[config.mk]
export PLATFORM = sky130hd
export DESIGN_NAME = periodic_tick_slot_dispatcher_top_flat
export DESIGN_NICKNAME = d
export VERILOG_FILES = /design/src/design/tsd_pkg.sv /design/src/design/tsd_if.sv /design/src/design/tsd_ram.sv /design/src/design/periodic_tick_slot_dispatcher_top.sv /design/src/flat_wrapper.sv
export SDC_FILE = /design/constraint.sdc
export NUM_CORES = 1
export LEC_CHECK = 0
export BUFFER_PORTS_ARGS = -buffer_cell sky130_fd_sc_hd__buf_2
export CORE_AREA = 8 8 288 234
export CTS_BUF_LIST = sky130_fd_sc_hd__clkbuf_4
export CTS_CLUSTER_SIZE = 16
export DETAILED_ROUTE_END_ITERATION = 7
export DIE_AREA = 0 0 296 242
export PLACE_DENSITY = 0.79
export SYNTH_ARGS = -nofsm -noshare
export SYNTH_HDL_FRONTEND = slang
export SYNTH_SLANG_ARGS = --single-unit
[constraint.sdc]
create_clock -name clk -period 14.38 [get_ports clk]
set_input_delay 2.876 -clock clk [delete_from_list [all_inputs] [get_ports clk]]
set_output_delay 2.876 -clock clk [all_outputs]
set_load 0.02 [all_outputs]
[src/design/tsd_pkg.sv]
// Package with the shared constants, types and codes of the tick slot dispatcher.
`default_nettype none
package tsd_pkg;

  localparam int NUM_SLOTS_DEF      = 8;
  localparam int TICK_PERIOD_US_DEF = 1000;
  localparam int US_PER_MS          = 1000;

  localparam int MODE_W   = 2;
  localparam int CLIENT_W = 16;
  localparam int RATE_W   = 32;
  localparam int SLOT_W   = 3;
  localparam int FIRE_W   = 8;
  localparam int TIME_W   = 32;

  typedef enum logic [MODE_W-1:0] {
    MODE_TICK    = 2'd0,
    MODE_REQUEST = 2'd1,
    MODE_CANCEL  = 2'd2
  } mode_t;

  typedef enum logic [1:0] {
    ST_IDLE,
    ST_SWEEP,
    ST_DRAIN,
    ST_DONE
  } state_t;

  // One slot table entry as kept in the slot memory.
  typedef struct packed {
    logic [CLIENT_W-1:0] client;
    logic [RATE_W-1:0]   rate;
    logic [RATE_W-1:0]   count;
  } slot_entry_t;

endpackage
`default_nettype wire

[src/design/tsd_if.sv]
// Valid/ready channel interfaces for the dispatcher's items and results.
`default_nettype none
interface tsd_item_if;
  import tsd_pkg::*;
  logic                valid;
  logic                ready;
  logic [MODE_W-1:0]   mode;
  logic [CLIENT_W-1:0] client_id;
  logic [RATE_W-1:0]   rate;

  modport source (output valid, output mode, output client_id, output rate, input ready);
  modport sink   (input valid, input mode, input client_id, input rate, output ready);
endinterface

interface tsd_result_if;
  import tsd_pkg::*;
  logic              valid;
  logic              ready;
  logic              accepted;
  logic [SLOT_W-1:0] granted_slot;
  logic [FIRE_W-1:0] fire_mask;
  logic [TIME_W-1:0] time_ms;

  modport source (output valid, output accepted, output granted_slot, output fire_mask,
                  output time_ms, input ready);
  modport sink   (input valid, input accepted, input granted_slot, input fire_mask,
                  input time_ms, output ready);
endinterface
`default_nettype wire

[src/design/tsd_ram.sv]
// Generic simple dual-port RAM with one write port and one registered read port.
`default_nettype none
module tsd_ram #(
  parameter int WIDTH = 8,
  parameter int DEPTH = 8,
  parameter int ADDR_W = (DEPTH > 1) ? $clog2(DEPTH) : 1
) (
  input  wire logic              clk,
  input  wire logic              we,
  input  wire logic [ADDR_W-1:0] waddr,
  input  wire logic [WIDTH-1:0]  wdata,
  input  wire logic [ADDR_W-1:0] raddr,
  output logic      [WIDTH-1:0]  rdata
);

  logic [WIDTH-1:0] mem [DEPTH];

  always_ff @(posedge clk) begin
    if (we) begin
      mem[waddr] <= wdata;
    end
    rdata <= mem[raddr];
  end

endmodule
`default_nettype wire

[src/design/periodic_tick_slot_dispatcher_top.sv]
// Top level of the periodic tick slot dispatcher.
`default_nettype none
// The dispatcher keeps a table of NUM_SLOTS periodic client slots. Every transaction on the
// item channel yields exactly one transaction on the result channel. A tick advances the
// millisecond time by TICK_PERIOD_US / 1000 and bumps the count of every occupied slot;
// slots whose count reaches their rate report a bit in fire_mask and restart at zero.
// A request takes the lowest free slot (refused when the table is full, when the client
// id is zero, or when enable_requests is low), and a cancel frees all slots of a client.
// The slot entries live in one RAM that a single compare/increment unit visits one slot
// per cycle, so the block takes no new item before it is through with the last one:
// item.ready drops at the acceptance and returns only once the sweep, the drain step
// and the loading of the result are done, and that loading waits while a previous
// result waits on result.ready. The slot sweep through the RAM read port sets the pace.
// After reset all slots are free and no clearing pass is needed: occupancy is held in
// one flip-flop per slot. enable_requests resets to one and is written through cfg_we.
module periodic_tick_slot_dispatcher_top #(
  parameter int NUM_SLOTS      = tsd_pkg::NUM_SLOTS_DEF,
  parameter int TICK_PERIOD_US = tsd_pkg::TICK_PERIOD_US_DEF
) (
  input  wire logic   clk,
  input  wire logic   rst,
  input  wire logic   cfg_we,
  input  wire logic   cfg_wdata,
  tsd_item_if.sink    item,
  tsd_result_if.source result
);

  import tsd_pkg::*;

  localparam int IDX_W = (NUM_SLOTS > 1) ? $clog2(NUM_SLOTS) : 1;
  localparam int EXT_W = IDX_W + SLOT_W;
  localparam logic [TIME_W-1:0] TIME_STEP = TIME_W'(TICK_PERIOD_US / US_PER_MS);
  localparam logic [IDX_W-1:0]  LAST_IDX  = IDX_W'(NUM_SLOTS - 1);

  // Control state.
  state_t               state, state_next;
  logic                 enable_requests;
  logic [NUM_SLOTS-1:0] slot_used;
  logic                 res_valid;

  // Item held for the sweep.
  logic [MODE_W-1:0]   cur_mode;
  logic [CLIENT_W-1:0] cur_client;
  logic [RATE_W-1:0]   cur_rate;

  // Sweep counters: idx addresses the RAM read, proc_idx is the slot whose data is back.
  logic [IDX_W-1:0] idx;
  logic [IDX_W-1:0] proc_idx;
  logic             proc_valid;

  // Per-item results being gathered.
  logic              found;
  logic [IDX_W-1:0]  found_idx;
  logic [FIRE_W-1:0] fire;
  logic [TIME_W-1:0] time_counter;

  // Shared slot unit.
  slot_entry_t       rd_entry, wr_entry;
  logic              wr_en;
  logic              used_set, used_clr, fire_hit, claim;
  logic [RATE_W-1:0] count_inc;
  logic [EXT_W-1:0]  proc_ext, found_ext;

  logic item_fire, load_result;

  assign item_fire   = item.valid && item.ready;
  assign item.ready  = (state == ST_IDLE);
  assign load_result = (state == ST_DONE) && (!res_valid || result.ready);

  tsd_ram #(
    .WIDTH ($bits(slot_entry_t)),
    .DEPTH (NUM_SLOTS),
    .ADDR_W(IDX_W)
  ) u_slot_ram (
    .clk  (clk),
    .we   (wr_en),
    .waddr(proc_idx),
    .wdata(wr_entry),
    .raddr(idx),
    .rdata(rd_entry)
  );

  always_ff @(posedge clk) begin
    if (rst) begin
      state <= ST_IDLE;
    end else begin
      state <= state_next;
    end
  end

  always_comb begin
    state_next = state;
    unique case (state)
      ST_IDLE:  if (item_fire) state_next = ST_SWEEP;
      ST_SWEEP: if (idx == LAST_IDX) state_next = ST_DRAIN;
      ST_DRAIN: state_next = ST_DONE;
      ST_DONE:  if (load_result) state_next = ST_IDLE;
      default:  state_next = ST_IDLE;
    endcase
  end

  // The slot unit: one increment and compare for ticks, one id compare for cancels and
  // a free-slot check for requests, applied to the slot whose entry just came back.
  always_comb begin
    wr_en     = 1'b0;
    wr_entry  = rd_entry;
    used_set  = 1'b0;
    used_clr  = 1'b0;
    fire_hit  = 1'b0;
    claim     = 1'b0;
    count_inc = rd_entry.count + RATE_W'(1);
    if (proc_valid) begin
      case (cur_mode)
        MODE_TICK: begin
          if (slot_used[proc_idx]) begin
            wr_en = 1'b1;
            if (count_inc == rd_entry.rate) begin
              fire_hit       = 1'b1;
              wr_entry.count = '0;
            end else begin
              wr_entry.count = count_inc;
            end
          end
        end
        MODE_REQUEST: begin
          if (!found && !slot_used[proc_idx] && enable_requests && (cur_client != '0)) begin
            claim           = 1'b1;
            used_set        = 1'b1;
            wr_en           = 1'b1;
            wr_entry.client = cur_client;
            wr_entry.rate   = cur_rate;
            wr_entry.count  = '0;
          end
        end
        MODE_CANCEL: begin
          if (slot_used[proc_idx] && (rd_entry.client == cur_client)) begin
            used_clr = 1'b1;
          end
        end
        default: ;
      endcase
    end
  end

  assign proc_ext  = EXT_W'(proc_idx);
  assign found_ext = EXT_W'(found_idx);

  always_ff @(posedge clk) begin
    if (rst) begin
      enable_requests <= 1'b1;
      slot_used       <= '0;
      res_valid       <= 1'b0;
      proc_valid      <= 1'b0;
      time_counter    <= '0;
      found           <= 1'b0;
      idx             <= '0;
    end else begin
      if (cfg_we) begin
        enable_requests <= cfg_wdata;
      end

      if (item_fire) begin
        cur_mode   <= item.mode;
        cur_client <= item.client_id;
        cur_rate   <= item.rate;
        idx        <= '0;
        found      <= 1'b0;
        fire       <= '0;
        if (item.mode == MODE_TICK) begin
          time_counter <= time_counter + TIME_STEP;
        end
      end else if (state == ST_SWEEP && idx != LAST_IDX) begin
        idx <= idx + IDX_W'(1);
      end

      proc_valid <= (state == ST_SWEEP);
      proc_idx   <= idx;

      if (used_set) begin
        slot_used[proc_idx] <= 1'b1;
      end
      if (used_clr) begin
        slot_used[proc_idx] <= 1'b0;
      end
      if (claim) begin
        found     <= 1'b1;
        found_idx <= proc_idx;
      end
      // Slots above the eighth still count and wrap but have no fire bit.
      if (fire_hit && (proc_ext < EXT_W'(FIRE_W))) begin
        fire[proc_ext[SLOT_W-1:0]] <= 1'b1;
      end

      if (load_result) begin
        res_valid <= 1'b1;
      end else if (result.ready) begin
        res_valid <= 1'b0;
      end
    end
  end

  // Result register: filled once per item, held until the result transaction.
  always_ff @(posedge clk) begin
    if (load_result) begin
      result.accepted     <= found;
      result.granted_slot <= found ? found_ext[SLOT_W-1:0] : '0;
      result.fire_mask    <= fire;
      result.time_ms      <= time_counter;
    end
  end

  assign result.valid = res_valid;

endmodule
`default_nettype wire
[src/flat_wrapper.sv]
// flat-port wrapper written by rule: the top's interface ports become plain ports
module periodic_tick_slot_dispatcher_top_flat import tsd_pkg::*;
#(
  parameter int NUM_SLOTS      = tsd_pkg::NUM_SLOTS_DEF,
  parameter int TICK_PERIOD_US = tsd_pkg::TICK_PERIOD_US_DEF
)
  (clk, rst, cfg_we, cfg_wdata, item_valid, item_mode, item_client_id, item_rate, item_ready, result_valid, result_accepted, result_granted_slot, result_fire_mask, result_time_ms, result_ready);
  tsd_item_if item_i ();
  tsd_result_if result_i ();
  input  wire logic clk;
  input  wire logic rst;
  input  wire logic cfg_we;
  input  wire logic cfg_wdata;
  input wire logic [$bits(item_i.valid)-1:0] item_valid;
  input wire logic [$bits(item_i.mode)-1:0] item_mode;
  input wire logic [$bits(item_i.client_id)-1:0] item_client_id;
  input wire logic [$bits(item_i.rate)-1:0] item_rate;
  output wire logic [$bits(item_i.ready)-1:0] item_ready;
  output wire logic [$bits(result_i.valid)-1:0] result_valid;
  output wire logic [$bits(result_i.accepted)-1:0] result_accepted;
  output wire logic [$bits(result_i.granted_slot)-1:0] result_granted_slot;
  output wire logic [$bits(result_i.fire_mask)-1:0] result_fire_mask;
  output wire logic [$bits(result_i.time_ms)-1:0] result_time_ms;
  input wire logic [$bits(result_i.ready)-1:0] result_ready;
  assign item_i.valid = item_valid;
  assign item_i.mode = item_mode;
  assign item_i.client_id = item_client_id;
  assign item_i.rate = item_rate;
  assign item_ready = item_i.ready;
  assign result_valid = result_i.valid;
  assign result_accepted = result_i.accepted;
  assign result_granted_slot = result_i.granted_slot;
  assign result_fire_mask = result_i.fire_mask;
  assign result_time_ms = result_i.time_ms;
  assign result_i.ready = result_ready;
  periodic_tick_slot_dispatcher_top #(.NUM_SLOTS(NUM_SLOTS), .TICK_PERIOD_US(TICK_PERIOD_US)) u_core (.clk(clk), .rst(rst), .cfg_we(cfg_we), .cfg_wdata(cfg_wdata), .item(item_i), .result(result_i));
endmodule
==> key figures <==
Detailed routing
  – Routed vias: 18200
  – Post-route ant nets: 0
  – Number of vias per cell: 5.91
  – DR WL/cell: 23.3 um
  – Final wirelength: 71.5 mm
  – DRT Pass-1 Iters: 7
  – DRC Markers: 0
  – Initial DRC Count: 1728

Floorplan
  – # IOs: 102
  – Die X: 296 um
  – Core area: 63100 um2
  – Die area: 71600 um2
  – Initial Utilization: 54.1%
  – Num rows: 83
  – Die H: 242 um

CTS
  – Cts bufs inserted: 201
  – Post-CTS setup buffers: 0
  – TritonCTS clock tree: yes
  – Hold buffer count at CTS: 0
  – CTS clk-pin slew, worst paths: 0.06 ns
  – Post_cts resized: 0
  – Clk sink count: 877
  – Clock Path Buffers: 3
  – CTS Root Cell: clkbuf_4
  – Worst-Skew Late Latency: 1.03 ns
  – H-tree depth: 4

Power and ir drop
  – Worst VDD drop: 85.0 uV
  – Leakage: 12.4 nW
  – Total power: 6.06 mW
  – Pwr dens: 158 nW/um2

Worst setup path
  – Number of cells on the worst reg-to-reg path: 8
  – Critical path class: flip-flop to flip-flop
  – Buf/Inv on CP: 2
  – Slowest-stage cell, CP: nor2_4
  – Startpoint types: flip-flop
  – Delay-heaviest family, CP: simple AND/OR/NAND/NOR gates
  – WP depth: 8
  – Crit path max fanout: 55
  – CP max stage delay: 1.03 ns
  – CP required: 14.96 ns
  – Worst path cell trace: clkinv_1 -> a211o_1 -> a222oi_1 -> and4b_1 -> a21o_1 -> nand2_2 -> nor2_4 -> buf_4
  – CP arrival: 5.96 ns
  – Crit end category: flip-flop

Synth
  – Syn Std Cell Area: 34200 um2
  – FFs w/ async S/R, synth: 0%
  – Yosys synthesis warning count: 0
  – Syn avg cell area: 18.7 um2
  – EDFF count, synth: 748
  – Synth unique cells: 73
  – Synth Instances: 1824
  – Sequential area share after synthesis: 73.3%
  – Syn Nets: 1888
  – Main synth FF type: edfxtp_1
  – FF+latch count, synth: 877

Min path
  – WHS Path Cells: 0
  – Hold crit path type: flip-flop to flip-flop

Placed design
  – Post-place setup slack: 8.40 ns
  – Final GP Congestion: 0.856
  – Area after DPL: 35500 um2
  – Placed wire-length estimate: 40.5 mm
  – Port bufs: 101

Status
  – Status: complete, no violations

Flow run
  – Maxcap violations: 0

Timing
  – Minimum hold slack: 0.444 ns
  – Setup Viol. Count Final: 0
  – Measured slew at the worst slew-check pin: 1.36 ns
  – Endpoints failing hold: 0
  – Slew Limit Fails: 0
  – Slew Limit Headroom: 8.18%
  – Fmax: 186 MHz
  – Final worst slack: 9.01 ns
  – Setup TNS: 0 ns
  – Clk_skew: 0.0717 ns
  – RSZ-0062 raised after global routing: false
  – Period utilization: 37.4%
  – Min cycle time layout: 5.37 ns

Global route
  – Initial antenna violation count: 1
  – GR Overflow Total: 0
  – GRT Util Overall: 20.0%
  – Vias in the first global route: 18800
  – Largest net degree at the start of global routing: 69
  – Global-route wire length before repair: 110 mm

Final layout
  – Area grow syn2layout: 12.1%
  – Nets: 2113
  – Layout cells sized above 1: 35.3%
  – Design area: 38300 um2
[power breakdown]
part,internal (mW),switching [mW]
clock network,1.10,0.951
logic,0.389,0.457
registers,3.00,0.161
[layer usage]
layer	wire length (um)	GRT usage [%]	up-vias	share of wire, %
li1	-	-	7952	-
met1	30600	27.2	9356	43
met2	34900	32.1	736	49
met3	4740	4.46	123	6.6
met4	1280	6.73	0	1.8
met5	0	0	-	0
[metrics by stage]
step,utilization [%],std cells
3_3_place_gp,56.3,2696
5_1_grt,60.7,3071
3_5_place_dp,56.3,2696
6_report,60.7,3074
2_1_floorplan,-,1824
4_1_cts,60.7,3070
[sequential cells by signal (all words and copies together), names as in the netlist, 8 cells and up, named ones only]
register	flops
u_core.u_slot_ram.rdata	80
u_core.cur_client	16
u_core.result.time_ms	32
u_core.result.fire_mask	8
u_core.time_counter	32
u_core.cur_rate	32
u_core.u_slot_ram.mem	640
u_core.fire	8
[cells in the final DEF (no fill, tap or decap), types with 11 or more instances in the layout]
cell	instances
dfxtp_1	126
buf_4	19
nor3_1	20
nor4_1	12
a21oi_1	21
clkinv_1	35
xnor2_1	36
nand4_1	33
clkbuf_4	326
buf_2	101
nand2_1	78
and3_1	12
o31ai_1	18
mux2_2	129
mux4_2	160
nor2_1	54
nand3_1	24
o21ai_0	21
and2_1	12
xor2_1	46
or3_1	11
edfxtp_1	748
[cell families (layout without fill, tap and decap cells)]
group	after synthesis	after routing	share of synthesized area [%]
other	0	4	0
multiplexers	298	298	15.1
XOR/XNOR	83	83	2.15
flip-flops	877	877	73.3
buffers and inverters	109	505	1.38
AO/OA/AOI/OAI	127	127	2.65
AND/OR/NAND/NOR	322	322	5.17
adder cells (fa/ha/maj)	8	8	0.293
[worst paths after layout]
| check | startpoint | slack (ns) | endpoint |
|---|---|---|---|
| min | u_core.fire[1] | 0.44 | u_core.result.fire_mask[1] |
| min reg2reg | u_core.fire[1] | 0.44 | u_core.result.fire_mask[1] |
| max | u_core.proc_idx[1] | 9.01 | u_core.u_slot_ram.mem[6][1] |
| max reg2reg | u_core.proc_idx[1] | 9.01 | u_core.u_slot_ram.mem[6][1] |
[final cells by class]
cell class / instances / area (um2)
repair buffers: 120 / 648
clock inverters: 48 / 318
diodes: 4 / 10.0
multi-input cells: 838 / 8730
flip-flops and latches: 877 / 25100
clock buffers: 326 / 2450
fillers: 4531 / 24800
inverters: 11 / 41.3
well taps: 850 / 1060
[worst reg2reg max path, delay by kind of cell (launching register included)]
family | cells | cell delay, ns
flops | 1 | 0.57
buf+inv | 2 | 1.20
simple gates | 3 | 1.99
compound gates | 3 | 1.10
[synthesized netlist by cell type, types with 3 or more instances]
cell | number | area, um2
o311ai_0 | 6 | 52.6
edfxtp_1 | 748 | 22500
a21oi_1 | 21 | 105
nand4_2 | 3 | 37.5
nand3_1 | 24 | 120
mux4_2 | 160 | 3600
xor2_1 | 46 | 403
nand4_1 | 33 | 206
mux2i_1 | 9 | 90.1
or4_1 | 6 | 45.0
nand2b_1 | 5 | 31.3
dfxtp_1 | 129 | 2580
mux2_2 | 129 | 1450
a211oi_1 | 10 | 75.1
buf_1 | 18 | 67.6
ha_1 | 8 | 100
o311ai_1 | 6 | 52.6
o21ai_0 | 21 | 105
nor4_1 | 12 | 75.1
clkbuf_1 | 53 | 199
o211ai_1 | 3 | 22.5
nand2_1 | 79 | 297
a22oi_1 | 10 | 75.1
nor3_1 | 20 | 100
xnor2_1 | 36 | 315
nor2b_1 | 11 | 68.8
or3_1 | 11 | 68.8
and3_1 | 13 | 81.3
inv_1 | 10 | 37.5
buf_4 | 7 | 52.6
o211a_1 | 3 | 30.0
and2_1 | 12 | 75.1
nand4b_1 | 3 | 26.3
o31ai_1 | 18 | 135
a31oi_1 | 6 | 37.5
nor2_1 | 63 | 236
buf_2 | 17 | 85.1
and4_1 | 6 | 52.6
nand3b_1 | 4 | 30.0
(Power assumes the default switching activity.)
